==> src/hdl/fr_pkg.sv <==
// fr_pkg: widths, state encoding and controller/datapath interface types
// shared by every module of the fraction reducer
// depends on nothing
`timescale 1ns / 1ps

package fr_pkg;

    localparam int DATA_WIDTH = 32;
    localparam int CNT_W      = $clog2(DATA_WIDTH + 1);
    localparam int TDATA_W    = ((2 * DATA_WIDTH + 7) / 8) * 8;

    typedef enum logic [2:0] {
        ST_IDLE,
        ST_EUC_CHECK,
        ST_EUC_WAIT,
        ST_DIVN_WAIT,
        ST_DIVD_START,
        ST_DIVD_WAIT,
        ST_FINISH
    } fr_state_t;

    typedef enum logic [1:0] {
        DIV_EUCLID,
        DIV_NUM,
        DIV_DEN
    } div_sel_t;

    typedef struct packed {
        logic     load_in;
        logic     div_start;
        div_sel_t div_sel;
        logic     euclid_step;
        logic     store_qn;
        logic     store_qd;
        logic     load_out;
    } fr_cmd_t;

    typedef struct packed {
        logic a_zero;
        logic b_zero;
        logic div_done;
    } fr_status_t;

endpackage

==> src/hdl/fr_divider.sv <==
// fr_divider: unsigned restoring divider, one quotient bit per cycle
// uses fr_pkg for the data width
`timescale 1ns / 1ps

module fr_divider (
    input  logic                           clk,
    input  logic                           rst_n,
    input  logic                           start,
    input  logic [fr_pkg::DATA_WIDTH-1:0]  dividend,
    input  logic [fr_pkg::DATA_WIDTH-1:0]  divisor,
    output logic                           done,
    output logic [fr_pkg::DATA_WIDTH-1:0]  quotient,
    output logic [fr_pkg::DATA_WIDTH-1:0]  remainder
);

    localparam int DW = fr_pkg::DATA_WIDTH;

    logic [DW-1:0]             rem_reg, rem_next;
    logic [DW-1:0]             quo_reg, quo_next;
    logic [DW-1:0]             dvs_reg, dvs_next;
    logic [fr_pkg::CNT_W-1:0]  cnt_reg, cnt_next;
    logic                      done_reg, done_next;
    logic [DW:0]               shifted;
    logic [DW:0]               trial;

    assign shifted = {rem_reg, quo_reg[DW-1]};
    assign trial   = shifted - {1'b0, dvs_reg};

    always_comb
    begin
        rem_next  = rem_reg;
        quo_next  = quo_reg;
        dvs_next  = dvs_reg;
        cnt_next  = cnt_reg;
        done_next = 1'b0;
        if (start)
        begin
            rem_next = '0;
            quo_next = dividend;
            dvs_next = divisor;
            cnt_next = fr_pkg::CNT_W'(DW);
        end
        else if (cnt_reg != '0)
        begin
            if (!trial[DW])
            begin
                rem_next = trial[DW-1:0];
                quo_next = {quo_reg[DW-2:0], 1'b1};
            end
            else
            begin
                rem_next = shifted[DW-1:0];
                quo_next = {quo_reg[DW-2:0], 1'b0};
            end
            cnt_next = cnt_reg - 1'b1;
            if (cnt_reg == fr_pkg::CNT_W'(1))
            begin
                done_next = 1'b1;
            end
        end
    end

    always_ff @(posedge clk or negedge rst_n)
    begin
        if (!rst_n)
        begin
            cnt_reg  <= '0;
            done_reg <= 1'b0;
        end
        else
        begin
            cnt_reg  <= cnt_next;
            done_reg <= done_next;
        end
    end

    always_ff @(posedge clk)
    begin
        rem_reg <= rem_next;
        quo_reg <= quo_next;
        dvs_reg <= dvs_next;
    end

    assign done      = done_reg;
    assign quotient  = quo_reg;
    assign remainder = rem_reg;

endmodule

==> src/hdl/fr_datapath.sv <==
// fr_datapath: operand registers, euclid and quotient registers, output register
// uses fr_pkg and the shared fr_divider
`timescale 1ns / 1ps

module fr_datapath (
    input  logic                           clk,
    input  logic                           rst_n,
    input  fr_pkg::fr_cmd_t                cmd,
    output fr_pkg::fr_status_t             status,
    input  logic [fr_pkg::DATA_WIDTH-1:0]  num_in,
    input  logic [fr_pkg::DATA_WIDTH-1:0]  den_in,
    output logic [fr_pkg::DATA_WIDTH-1:0]  num_out,
    output logic [fr_pkg::DATA_WIDTH-1:0]  den_out,
    output logic                           zero_error
);

    localparam int DW = fr_pkg::DATA_WIDTH;

    logic [DW-1:0] n_reg, d_reg, a_reg, b_reg, qn_reg, qd_reg;
    logic [DW-1:0] num_out_reg, den_out_reg;
    logic          zero_error_reg;
    logic [DW-1:0] mag_num_in, mag_den_in, mag_n, mag_d;
    logic [DW-1:0] div_dividend, div_divisor, div_quo, div_rem;
    logic          div_done;

    assign mag_num_in = num_in[DW-1] ? DW'(-num_in) : num_in;
    assign mag_den_in = den_in[DW-1] ? DW'(-den_in) : den_in;
    assign mag_n      = n_reg[DW-1] ? DW'(-n_reg) : n_reg;
    assign mag_d      = d_reg[DW-1] ? DW'(-d_reg) : d_reg;

    always_comb
    begin
        unique case (cmd.div_sel)
            fr_pkg::DIV_EUCLID:
            begin
                div_dividend = a_reg;
                div_divisor  = b_reg;
            end
            fr_pkg::DIV_NUM:
            begin
                div_dividend = mag_n;
                div_divisor  = a_reg;
            end
            fr_pkg::DIV_DEN:
            begin
                div_dividend = mag_d;
                div_divisor  = a_reg;
            end
            default:
            begin
                div_dividend = a_reg;
                div_divisor  = b_reg;
            end
        endcase
    end

    fr_divider u_divider (
        .clk       (clk),
        .rst_n     (rst_n),
        .start     (cmd.div_start),
        .dividend  (div_dividend),
        .divisor   (div_divisor),
        .done      (div_done),
        .quotient  (div_quo),
        .remainder (div_rem)
    );

    always_ff @(posedge clk)
    begin
        if (cmd.load_in)
        begin
            n_reg <= num_in;
            d_reg <= den_in;
            if (mag_num_in < mag_den_in)
            begin
                a_reg <= mag_den_in;
                b_reg <= mag_num_in;
            end
            else
            begin
                a_reg <= mag_num_in;
                b_reg <= mag_den_in;
            end
        end
        else if (cmd.euclid_step)
        begin
            a_reg <= b_reg;
            b_reg <= div_rem;
        end
        if (cmd.store_qn)
        begin
            qn_reg <= n_reg[DW-1] ? DW'(-div_quo) : div_quo;
        end
        if (cmd.store_qd)
        begin
            qd_reg <= d_reg[DW-1] ? DW'(-div_quo) : div_quo;
        end
        if (cmd.load_out)
        begin
            num_out_reg    <= (a_reg == '0) ? n_reg : qn_reg;
            den_out_reg    <= (a_reg == '0) ? d_reg : qd_reg;
            zero_error_reg <= (a_reg == '0);
        end
    end

    assign status.a_zero   = (a_reg == '0);
    assign status.b_zero   = (b_reg == '0);
    assign status.div_done = div_done;

    assign num_out    = num_out_reg;
    assign den_out    = den_out_reg;
    assign zero_error = zero_error_reg;

endmodule

==> src/hdl/fr_controller.sv <==
// fr_controller: sequencer for euclid steps, the two divisions and output hand-off
// uses fr_pkg for states and command/status types
`timescale 1ns / 1ps

module fr_controller (
    input  logic               clk,
    input  logic               rst_n,
    input  logic               in_valid,
    output logic               in_ready,
    output logic               out_valid,
    input  logic               out_ready,
    input  fr_pkg::fr_status_t status,
    output fr_pkg::fr_cmd_t    cmd
);

    fr_pkg::fr_state_t state_reg, state_next;
    logic              out_valid_reg, out_valid_next;
    logic              out_free;

    assign out_free = !out_valid_reg || out_ready;

    // next state
    always_comb
    begin
        state_next = state_reg;
        unique case (state_reg)
            fr_pkg::ST_IDLE:
            begin
                if (in_valid)
                begin
                    state_next = fr_pkg::ST_EUC_CHECK;
                end
            end
            fr_pkg::ST_EUC_CHECK:
            begin
                if (!status.b_zero)
                begin
                    state_next = fr_pkg::ST_EUC_WAIT;
                end
                else if (status.a_zero)
                begin
                    state_next = fr_pkg::ST_FINISH;
                end
                else
                begin
                    state_next = fr_pkg::ST_DIVN_WAIT;
                end
            end
            fr_pkg::ST_EUC_WAIT:
            begin
                if (status.div_done)
                begin
                    state_next = fr_pkg::ST_EUC_CHECK;
                end
            end
            fr_pkg::ST_DIVN_WAIT:
            begin
                if (status.div_done)
                begin
                    state_next = fr_pkg::ST_DIVD_START;
                end
            end
            fr_pkg::ST_DIVD_START:
            begin
                state_next = fr_pkg::ST_DIVD_WAIT;
            end
            fr_pkg::ST_DIVD_WAIT:
            begin
                if (status.div_done)
                begin
                    state_next = fr_pkg::ST_FINISH;
                end
            end
            fr_pkg::ST_FINISH:
            begin
                if (out_free)
                begin
                    state_next = fr_pkg::ST_IDLE;
                end
            end
            default:
            begin
                state_next = fr_pkg::ST_IDLE;
            end
        endcase
    end

    // commands
    always_comb
    begin
        cmd = '0;
        cmd.div_sel = fr_pkg::DIV_EUCLID;
        in_ready = 1'b0;
        unique case (state_reg)
            fr_pkg::ST_IDLE:
            begin
                in_ready    = 1'b1;
                cmd.load_in = in_valid;
            end
            fr_pkg::ST_EUC_CHECK:
            begin
                cmd.div_start = !(status.b_zero && status.a_zero);
                cmd.div_sel   = status.b_zero ? fr_pkg::DIV_NUM : fr_pkg::DIV_EUCLID;
            end
            fr_pkg::ST_EUC_WAIT:
            begin
                cmd.euclid_step = status.div_done;
            end
            fr_pkg::ST_DIVN_WAIT:
            begin
                cmd.store_qn = status.div_done;
            end
            fr_pkg::ST_DIVD_START:
            begin
                cmd.div_start = 1'b1;
                cmd.div_sel   = fr_pkg::DIV_DEN;
            end
            fr_pkg::ST_DIVD_WAIT:
            begin
                cmd.store_qd = status.div_done;
            end
            fr_pkg::ST_FINISH:
            begin
                cmd.load_out = out_free;
            end
            default:
            begin
                cmd = '0;
            end
        endcase
    end

    always_comb
    begin
        out_valid_next = out_valid_reg;
        if (cmd.load_out)
        begin
            out_valid_next = 1'b1;
        end
        else if (out_ready)
        begin
            out_valid_next = 1'b0;
        end
    end

    always_ff @(posedge clk or negedge rst_n)
    begin
        if (!rst_n)
        begin
            state_reg     <= fr_pkg::ST_IDLE;
            out_valid_reg <= 1'b0;
        end
        else
        begin
            state_reg     <= state_next;
            out_valid_reg <= out_valid_next;
        end
    end

    assign out_valid = out_valid_reg;

endmodule

==> src/hdl/fraction_reducer.sv <==
// fraction_reducer: top level, reduces num/den by their gcd (euclid, then two divisions)
// instantiates fr_controller and fr_datapath, uses fr_pkg
//
// channel   dir  transfer when                  contents
// s_axis    in   s_axis_tvalid & s_axis_tready  tdata: num_in, den_in
// m_axis    out  m_axis_tvalid & m_axis_tready  tdata: num_out, den_out; tuser: zero_error
//
// one item at a time on a single shared restoring divider, one quotient bit per cycle
// the result waits in an output register, so the next item is taken while it is unread
// rst_n clears the sequencer and output valid; no memory to clear
`timescale 1ns / 1ps

module fraction_reducer (
    input  logic                        clk,
    input  logic                        rst_n,
    input  logic                        s_axis_tvalid,
    output logic                        s_axis_tready,
    input  logic [fr_pkg::TDATA_W-1:0]  s_axis_tdata,   // num_in, den_in
    output logic                        m_axis_tvalid,
    input  logic                        m_axis_tready,
    output logic [fr_pkg::TDATA_W-1:0]  m_axis_tdata,   // num_out, den_out
    output logic                        m_axis_tuser    // zero_error
);

    localparam int DW = fr_pkg::DATA_WIDTH;

    fr_pkg::fr_cmd_t    cmd;
    fr_pkg::fr_status_t status;
    logic [DW-1:0]      num_out, den_out;
    logic               zero_error;

    fr_controller u_controller (
        .clk       (clk),
        .rst_n     (rst_n),
        .in_valid  (s_axis_tvalid),
        .in_ready  (s_axis_tready),
        .out_valid (m_axis_tvalid),
        .out_ready (m_axis_tready),
        .status    (status),
        .cmd       (cmd)
    );

    fr_datapath u_datapath (
        .clk        (clk),
        .rst_n      (rst_n),
        .cmd        (cmd),
        .status     (status),
        .num_in     (s_axis_tdata[DW-1:0]),
        .den_in     (s_axis_tdata[2*DW-1:DW]),
        .num_out    (num_out),
        .den_out    (den_out),
        .zero_error (zero_error)
    );

    assign m_axis_tdata = fr_pkg::TDATA_W'({den_out, num_out});
    assign m_axis_tuser = zero_error;

endmodule

==> config.mk <==
export PLATFORM = sky130hd
export DESIGN_NAME = fraction_reducer
export DESIGN_NICKNAME = d
export VERILOG_FILES = /design/src/hdl/fr_pkg.sv /design/src/hdl/fr_divider.sv /design/src/hdl/fr_datapath.sv /design/src/hdl/fr_controller.sv /design/src/hdl/fraction_reducer.sv
export SDC_FILE = /design/constraint.sdc
export NUM_CORES = 1
export LEC_CHECK = 0
export BUFFER_PORTS_ARGS = -buffer_cell sky130_fd_sc_hd__buf_2
export CELL_PAD_IN_SITES_DETAIL_PLACEMENT = 1
export CELL_PAD_IN_SITES_GLOBAL_PLACEMENT = 1
export CORE_MARGIN = 2
export CORE_UTILIZATION = 45
export CTS_BUF_LIST = sky130_fd_sc_hd__clkbuf_2
export CTS_CLUSTER_SIZE = 30
export DETAILED_ROUTE_END_ITERATION = 8
export PLACE_DENSITY_LB_ADDON = 0.2
export SYNTH_ARGS = -nofsm -noshare
export SYNTH_HDL_FRONTEND = slang
export SYNTH_HIERARCHICAL = 1
export SYNTH_SLANG_ARGS = --single-unit
==> constraint.sdc <==
create_clock -name clk -period 6.8 [get_ports clk]
set_clock_uncertainty 0.2 [all_clocks]
set_input_delay 0.34 -clock clk [delete_from_list [all_inputs] [get_ports clk]]
set_output_delay 0.34 -clock clk [all_outputs]
set_load 0.05 [all_outputs]
== After elaboration in Yosys (flattened, before gate mapping) ==
Index checks and enable logic that the tools add are counted.

* Output and inout port bits: 67
* Register bits after elaboration: 364
* Logic and storage cells: 94
* Bits of input ports: 68

* Magnitude comparators: 1
* Multiplexer cells: 43
* Equal/unequal tests: 14
* Add/sub/neg operators: 7
* Reductions and logical operators: 13

{| class="wikitable"
|+ Operators by type and width
! operator !! number
|-
| 2-to-1 mux 32 bit || 18
|-
| negation 32 bit || 5
|-
| zero test 32 bit || 2
|-
| one-hot mux 32 bit (2 select lines) || 1
|-
| subtractor 33 x 32 -> 33 bit || 1
|-
| < comparator 32 bit || 1
|-
| 2-to-1 mux 3 bit || 7
|-
| one-hot mux 3 bit (7 select lines) || 1
|-
| 2-to-1 mux 1 bit || 13
|-
| 2-to-1 mux 6 bit || 2
|-
| equality test 3 bit (second input constant) || 3
|-
| != test 2 x 1 -> 1 bit (second input constant) || 4
|-
| equality test 3 x 2 -> 1 bit (second input constant) || 2
|-
| equality test 6 x 1 -> 1 bit (second input constant) || 1
|-
| one-hot mux 3 bit (2 select lines) || 1
|-
| nonzero test 2 bit || 3
|-
| nonzero test 6 bit || 1
|-
| subtractor 6 x 1 -> 6 bit (second input constant) || 1
|-
| AND reduction 5 bit || 1
|-
| equality test 3 x 1 -> 1 bit (second input constant) || 1
|-
| zero test 3 bit || 1
|-
| equality test 2 x 1 -> 1 bit (second input constant) || 1
|-
| equality test 2 bit (second input constant) || 1
|-
| zero test 1 bit || 2
|-
| 4 further kinds || 4
|}

== Logic depth before layout (Yosys ltp) ==
* Depth in word-level cells: 7
* Mapped depth: 19
* Gate-level depth less buffers: 16

== Cells and area by module ==
Netlist, hierarchy kept.

{| class="wikitable"
|+ Modules (own cells, without submodules)
! module !! sequential area each (um^2) !! cells an instance !! area each (um^2) !! instances
|-
| fr_datapath || 7717.4 || 1389 || 15483.6 || 1
|-
| fr_divider || 2737.6 || 548 || 5788.1 || 1
|-
| fr_controller || 100.1 || 42 || 330.3 || 1
|}

== Worst setup path before layout ==
OpenSTA, ideal clock, no wires.

* Path kind: reg2reg
* Start point: reg u_controller.state_reg[0]
* End point: reg u_datapath.a_reg[0] (enable)
* Period minus slack after synthesis: 7.383 ns
* Setup time: 0.394 ns
* Cell stages (with the launch flop): 7
* Buffers on the path: 3
* Path slack: -0.583 ns
* Arrival time: 6.788 ns
* Cell sequence: dfrtp_1 -> buf_4 -> nand2b_1 -> nor3_1 -> clkbuf_1 -> clkbuf_1 -> or2_2

{| class="wikitable"
|+ RTL lines
! element !! line !! text
|-
| start, declared || fr_controller.sv:16 || <nowiki>fr_pkg::fr_state_t state_reg, state_next;</nowiki>
|-
| start signal, assigned || fr_controller.sv:150 || <nowiki>state_reg <= fr_pkg::ST_IDLE;</nowiki>
|-
| start signal, assigned || fr_controller.sv:155 || <nowiki>state_reg <= state_next;</nowiki>
|-
| end signal, assigned || fr_datapath.sv:76 || <nowiki>a_reg <= mag_den_in;</nowiki>
|-
| end signal, assigned || fr_datapath.sv:81 || <nowiki>a_reg <= mag_num_in;</nowiki>
|-
| end signal, assigned || fr_datapath.sv:87 || <nowiki>a_reg <= b_reg;</nowiki>
|-
| end, declared || fr_datapath.sv:19 || <nowiki>logic [DW-1:0] n_reg, d_reg, a_reg, b_reg, qn_reg, qd_reg;</nowiki>
|}

== Worst setup path in the final report ==
* Start point: in s_axis_tdata[37] in the netlist's numbering
* End point: reg u_datapath.b_reg[8] (data pin)

* Word-level cells in the longest chain between the ends: 5

{| class="wikitable"
|+ RTL lines
! element !! line !! text
|-
| start, declared || fraction_reducer.sv:18 || <nowiki>input logic [fr_pkg::TDATA_W-1:0] s_axis_tdata,</nowiki>
|-
| negation 32 bit || fr_datapath.sv:27 || <nowiki>assign mag_den_in = den_in[DW-1] ? DW'(-den_in) : den_in;</nowiki>
|-
| 2-to-1 mux 32 bit * || fr_datapath.sv:27 ||
|-
| < comparator 32 bit || fr_datapath.sv:74 || <nowiki>if (mag_num_in < mag_den_in)</nowiki>
|-
| 2-to-1 mux 32 bit * || fr_datapath.sv:74 ||
|-
| 2-to-1 mux 32 bit * || fr_datapath.sv:70 || <nowiki>if (cmd.load_in)</nowiki>
|-
| end signal, assigned || fr_datapath.sv:77 || <nowiki>b_reg <= mag_num_in;</nowiki>
|-
| end signal, assigned || fr_datapath.sv:82 || <nowiki>b_reg <= mag_den_in;</nowiki>
|-
| end signal, assigned || fr_datapath.sv:88 || <nowiki>b_reg <= div_rem;</nowiki>
|-
| end, declared || fr_datapath.sv:19 ||
|}

Every way passes the cells marked *; elsewhere a longest branch is shown, timed or not.
A chain may end at the register's enable or synchronous reset.

==> impl_metrics.tcl <==
set metrics [dict create \
    outcome "finished clean" \
    drtPass1Iterations 5 \
    grt_usage 0.277 \
    core_area_um2 47500 \
    rows 80 \
    clock_latency_ps 1100 \
    drt.antenna.violating_nets 0 \
    switching_share 0.279 \
    clk_pin_slew_ps 90 \
    clock.fmax_mhz 187 \
    critPathKind "in2reg" \
    hold_class "in2reg" \
    rsz0062_at_grt "no" \
    p_comb_frac 0.100 \
    cts_sinks 364 \
    synth-edff-count 321 \
    pre_cts_ws_ps 1140 \
    worst_hold_slack_ps 158 \
    grt_pass1_vias 18171 \
    cp.required_ps 7450 \
    cts_buffer_depth 3 \
    fin_setup_tns_ps 0 \
    htreeDepth 3 \
    first_iter_violations 1243 \
    worstSetupStartpointType "primary input" \
    worst_pin_slew_ps 1150 \
    synth_seq_cells 364 \
    cp-endpoint "u_datapath/b_reg[8]$_DFFE_PP_" \
    hold_viol 0 \
    cts_root_buf "clkbuf_2" \
    dr_total_vias 17340 \
    async_flop_share 0.0302 \
    initial_core_util 0.454 \
    ff2ff_path_depth 11 \
    die_area_um2 49800 \
    port-buffer-count 134 \
    synth_warnings 6 \
    post_cts_buffers 0 \
    fin_crit_ps 5360 \
    p_int_mw 3.23 \
    power.density_nw_per_um2 178 \
    relSlewSlack 0.237 \
    slew_viol_final 0 \
    place.gp.congestion 0.893 \
    worstSetupStartpoint "s_axis_tdata[37]" \
    cts_made_buffers 93 \
    ir_drop_uv 91.9 \
    dp.cells 2647 \
    syn-num-nets 2120 \
    grt_antenna_before_repair 12 \
    vias_per_cell 5.86 \
    worst_slack_ps 1440 \
    rr_startpoint "u_datapath/b_reg[4]$_DFFE_PP_" \
    drc 0 \
    avgRoutedWirePerCell_um 23.3 \
    overflow 0 \
    nFillCells 5203 \
    synthCells 1979 \
    syn-cell-area_um2 21600 \
    fin_nets 2399 \
    crit_fanout 41 \
    die_w_um 223 \
    synth-main-ff-cell "edfxtp_1" \
    place_hpwl_um 47300 \
    fin_cells 2961 \
    drive_above_1_share 0.209 \
    endpoint_kind "flop" \
    max_cap_violations 0 \
    clock_power_share 0.364 \
    routed_wl_um 69000 \
    layout.cells.most_common "edfxtp_1" \
    postSynthAreaPerCell_um2 10.9 \
    cts_tree "done" \
    final_cell_mix "edfxtp_1, nand2_1, xnor2_1" \
    leakagePower_nw 9.04 \
    rrSetupSlack_ps 2230 \
    worst_ep_arrival_time_ps 6000 \
    syn_to_final_growth_pct 16.1 \
    grt_max_degree 186 \
    post-route-util 0.528 \
    finalCritPeriodShare 0.788 \
    synthDistinctLibCells 78 \
    seqPwrFrac 0.536 \
    ys_seq_area_frac 0.489 \
    timing.rr.end "u_datapath/u_divider/quotient[8]$_DFFE_PP_" \
    die_h_um 223 \
    switchingPower_mw 1.25 \
    ioPinCount 135 \
    grt_pass1_wl_um 106000 \
    setup_viol 0 \
]
-- synth_stat cells (9+ instances only) --
library cell / count / area share
a22oi_1: 26 / 0.0090
or2_2: 9 / 0.0026
ha_1: 72 / 0.042
nand2_1: 178 / 0.031
nor3_1: 24 / 0.0056
o22ai_1: 18 / 0.0052
o21ai_0: 143 / 0.033
o31ai_1: 43 / 0.015
nand2b_1: 39 / 0.011
nand3_1: 51 / 0.012
a21o_1: 11 / 0.0038
or4_1: 16 / 0.0056
edfxtp_1: 321 / 0.45
buf_1: 13 / 0.0023
or3_1: 26 / 0.0075
mux2_2: 147 / 0.077
a31oi_1: 9 / 0.0026
mux2i_1: 49 / 0.023
o221ai_1: 22 / 0.0089
nor2_1: 67 / 0.012
inv_1: 128 / 0.022
nor4_1: 29 / 0.0084
xor2_1: 38 / 0.015
nand4_1: 20 / 0.0058
o41ai_1: 23 / 0.0093
a21oi_1: 50 / 0.012
xnor2_1: 160 / 0.065
dfxtp_1: 32 / 0.030
o211ai_1: 13 / 0.0045
clkbuf_1: 71 / 0.012
dfrtp_1: 11 / 0.013
-- worst min path at each step --
stage / endpoint / slack, ps / start / depth (start not counted)
3_3_place_gp: u_datapath/u_divider/cnt_reg[3]$_DFFE_PN0P_ / 20 / rst_n / 1
4_1_cts: u_datapath/d_reg[31]$_DFFE_PP_ / 20 / s_axis_tdata[63] / 2
2_1_floorplan: u_controller/out_valid$_DFFE_PN0P_ / -160 / rst_n / 0
5_1_grt: u_datapath/d_reg[31]$_DFFE_PP_ / 100 / s_axis_tdata[63] / 2
6_report: u_datapath/d_reg[31]$_DFFE_PP_ / 160 / s_axis_tdata[63] / 2
3_5_place_dp: u_datapath/u_divider/cnt_reg[3]$_DFFE_PN0P_ / 30 / rst_n / 1
-- repair_timing --
action / CTS / global route
hold buffers: 131 / 0
resized for setup: 0 / 0
hold endpoints to repair: 207 / 0
-- power by group through the flow --
stage          combinational, mW  sequential (mW)  clock, mW
2_1_floorplan              0.233             2.45          0
3_3_place_gp               0.354             2.45          0
3_5_place_dp               0.368             2.45          0
4_1_cts                    0.432             2.40       1.67
5_1_grt                    0.484             2.40       1.78
6_report                   0.450             2.40       1.63
-- through the flow --
| stage | cell area, um^2 | total power, mW |
|---|---|---|
| after floorplan | 21600 | 2.68 |
| after global placement | 22800 | 2.80 |
| after detailed placement | 22800 | 2.82 |
| after CTS | 25100 | 4.50 |
| after global routing | 25100 | 4.67 |
| final | 25100 | 4.48 |
-- worst max-delay path, stage by stage --
cell and delay, ps:
dlygate4sd3_1 570, buf_2 180, nor4_2 580, nand4_1 370
or4_4 570, o21ai_0 310, xnor2_1 260, inv_1 130
ha_1 350, nand4_1 120, nor3_1 420, a22oi_1 130
o2111ai_1 210, o21a_2 880, buf_4 340, nor2_1 60
o22ai_1 160
-- cells by family (layout without fill, tap and decap cells) --
logic type	Yosys count	count (layout)	share of synthesized area
buffers and inverters	227	581	0.0421
xor gates and xnor gates	200	200	0.0818
adders and majority gates	73	73	0.0426
DFF	364	364	0.489
and+or+nand+nor	505	505	0.119
muxes	197	197	0.0999
other	0	13	0
AOI/OAI and AO/OA	413	413	0.126
-- final cells by class --
cell class                      instances  area, um^2  share of cell area
Tap cell                              615         769              0.0307
Multi-Input combinational cell       1388       10200               0.407
Sequential cell                       364       10600               0.421
Timing Repair Buffer                  283        2130              0.0849
Inverter                              128         480              0.0192
Clock buffer                          135         676              0.0269
Antenna cell                           13        32.5             0.00130
Clock inverter                         35         225             0.00898
-- routing by layer --
layer / track usage / routed length (um)
met1: 0.358 / 29200
met2: 0.448 / 32400
met3: 0.0450 / 4300
met4: 0.147 / 3080
met5: 0 / 0
Power figures use the tool's default switching activity.
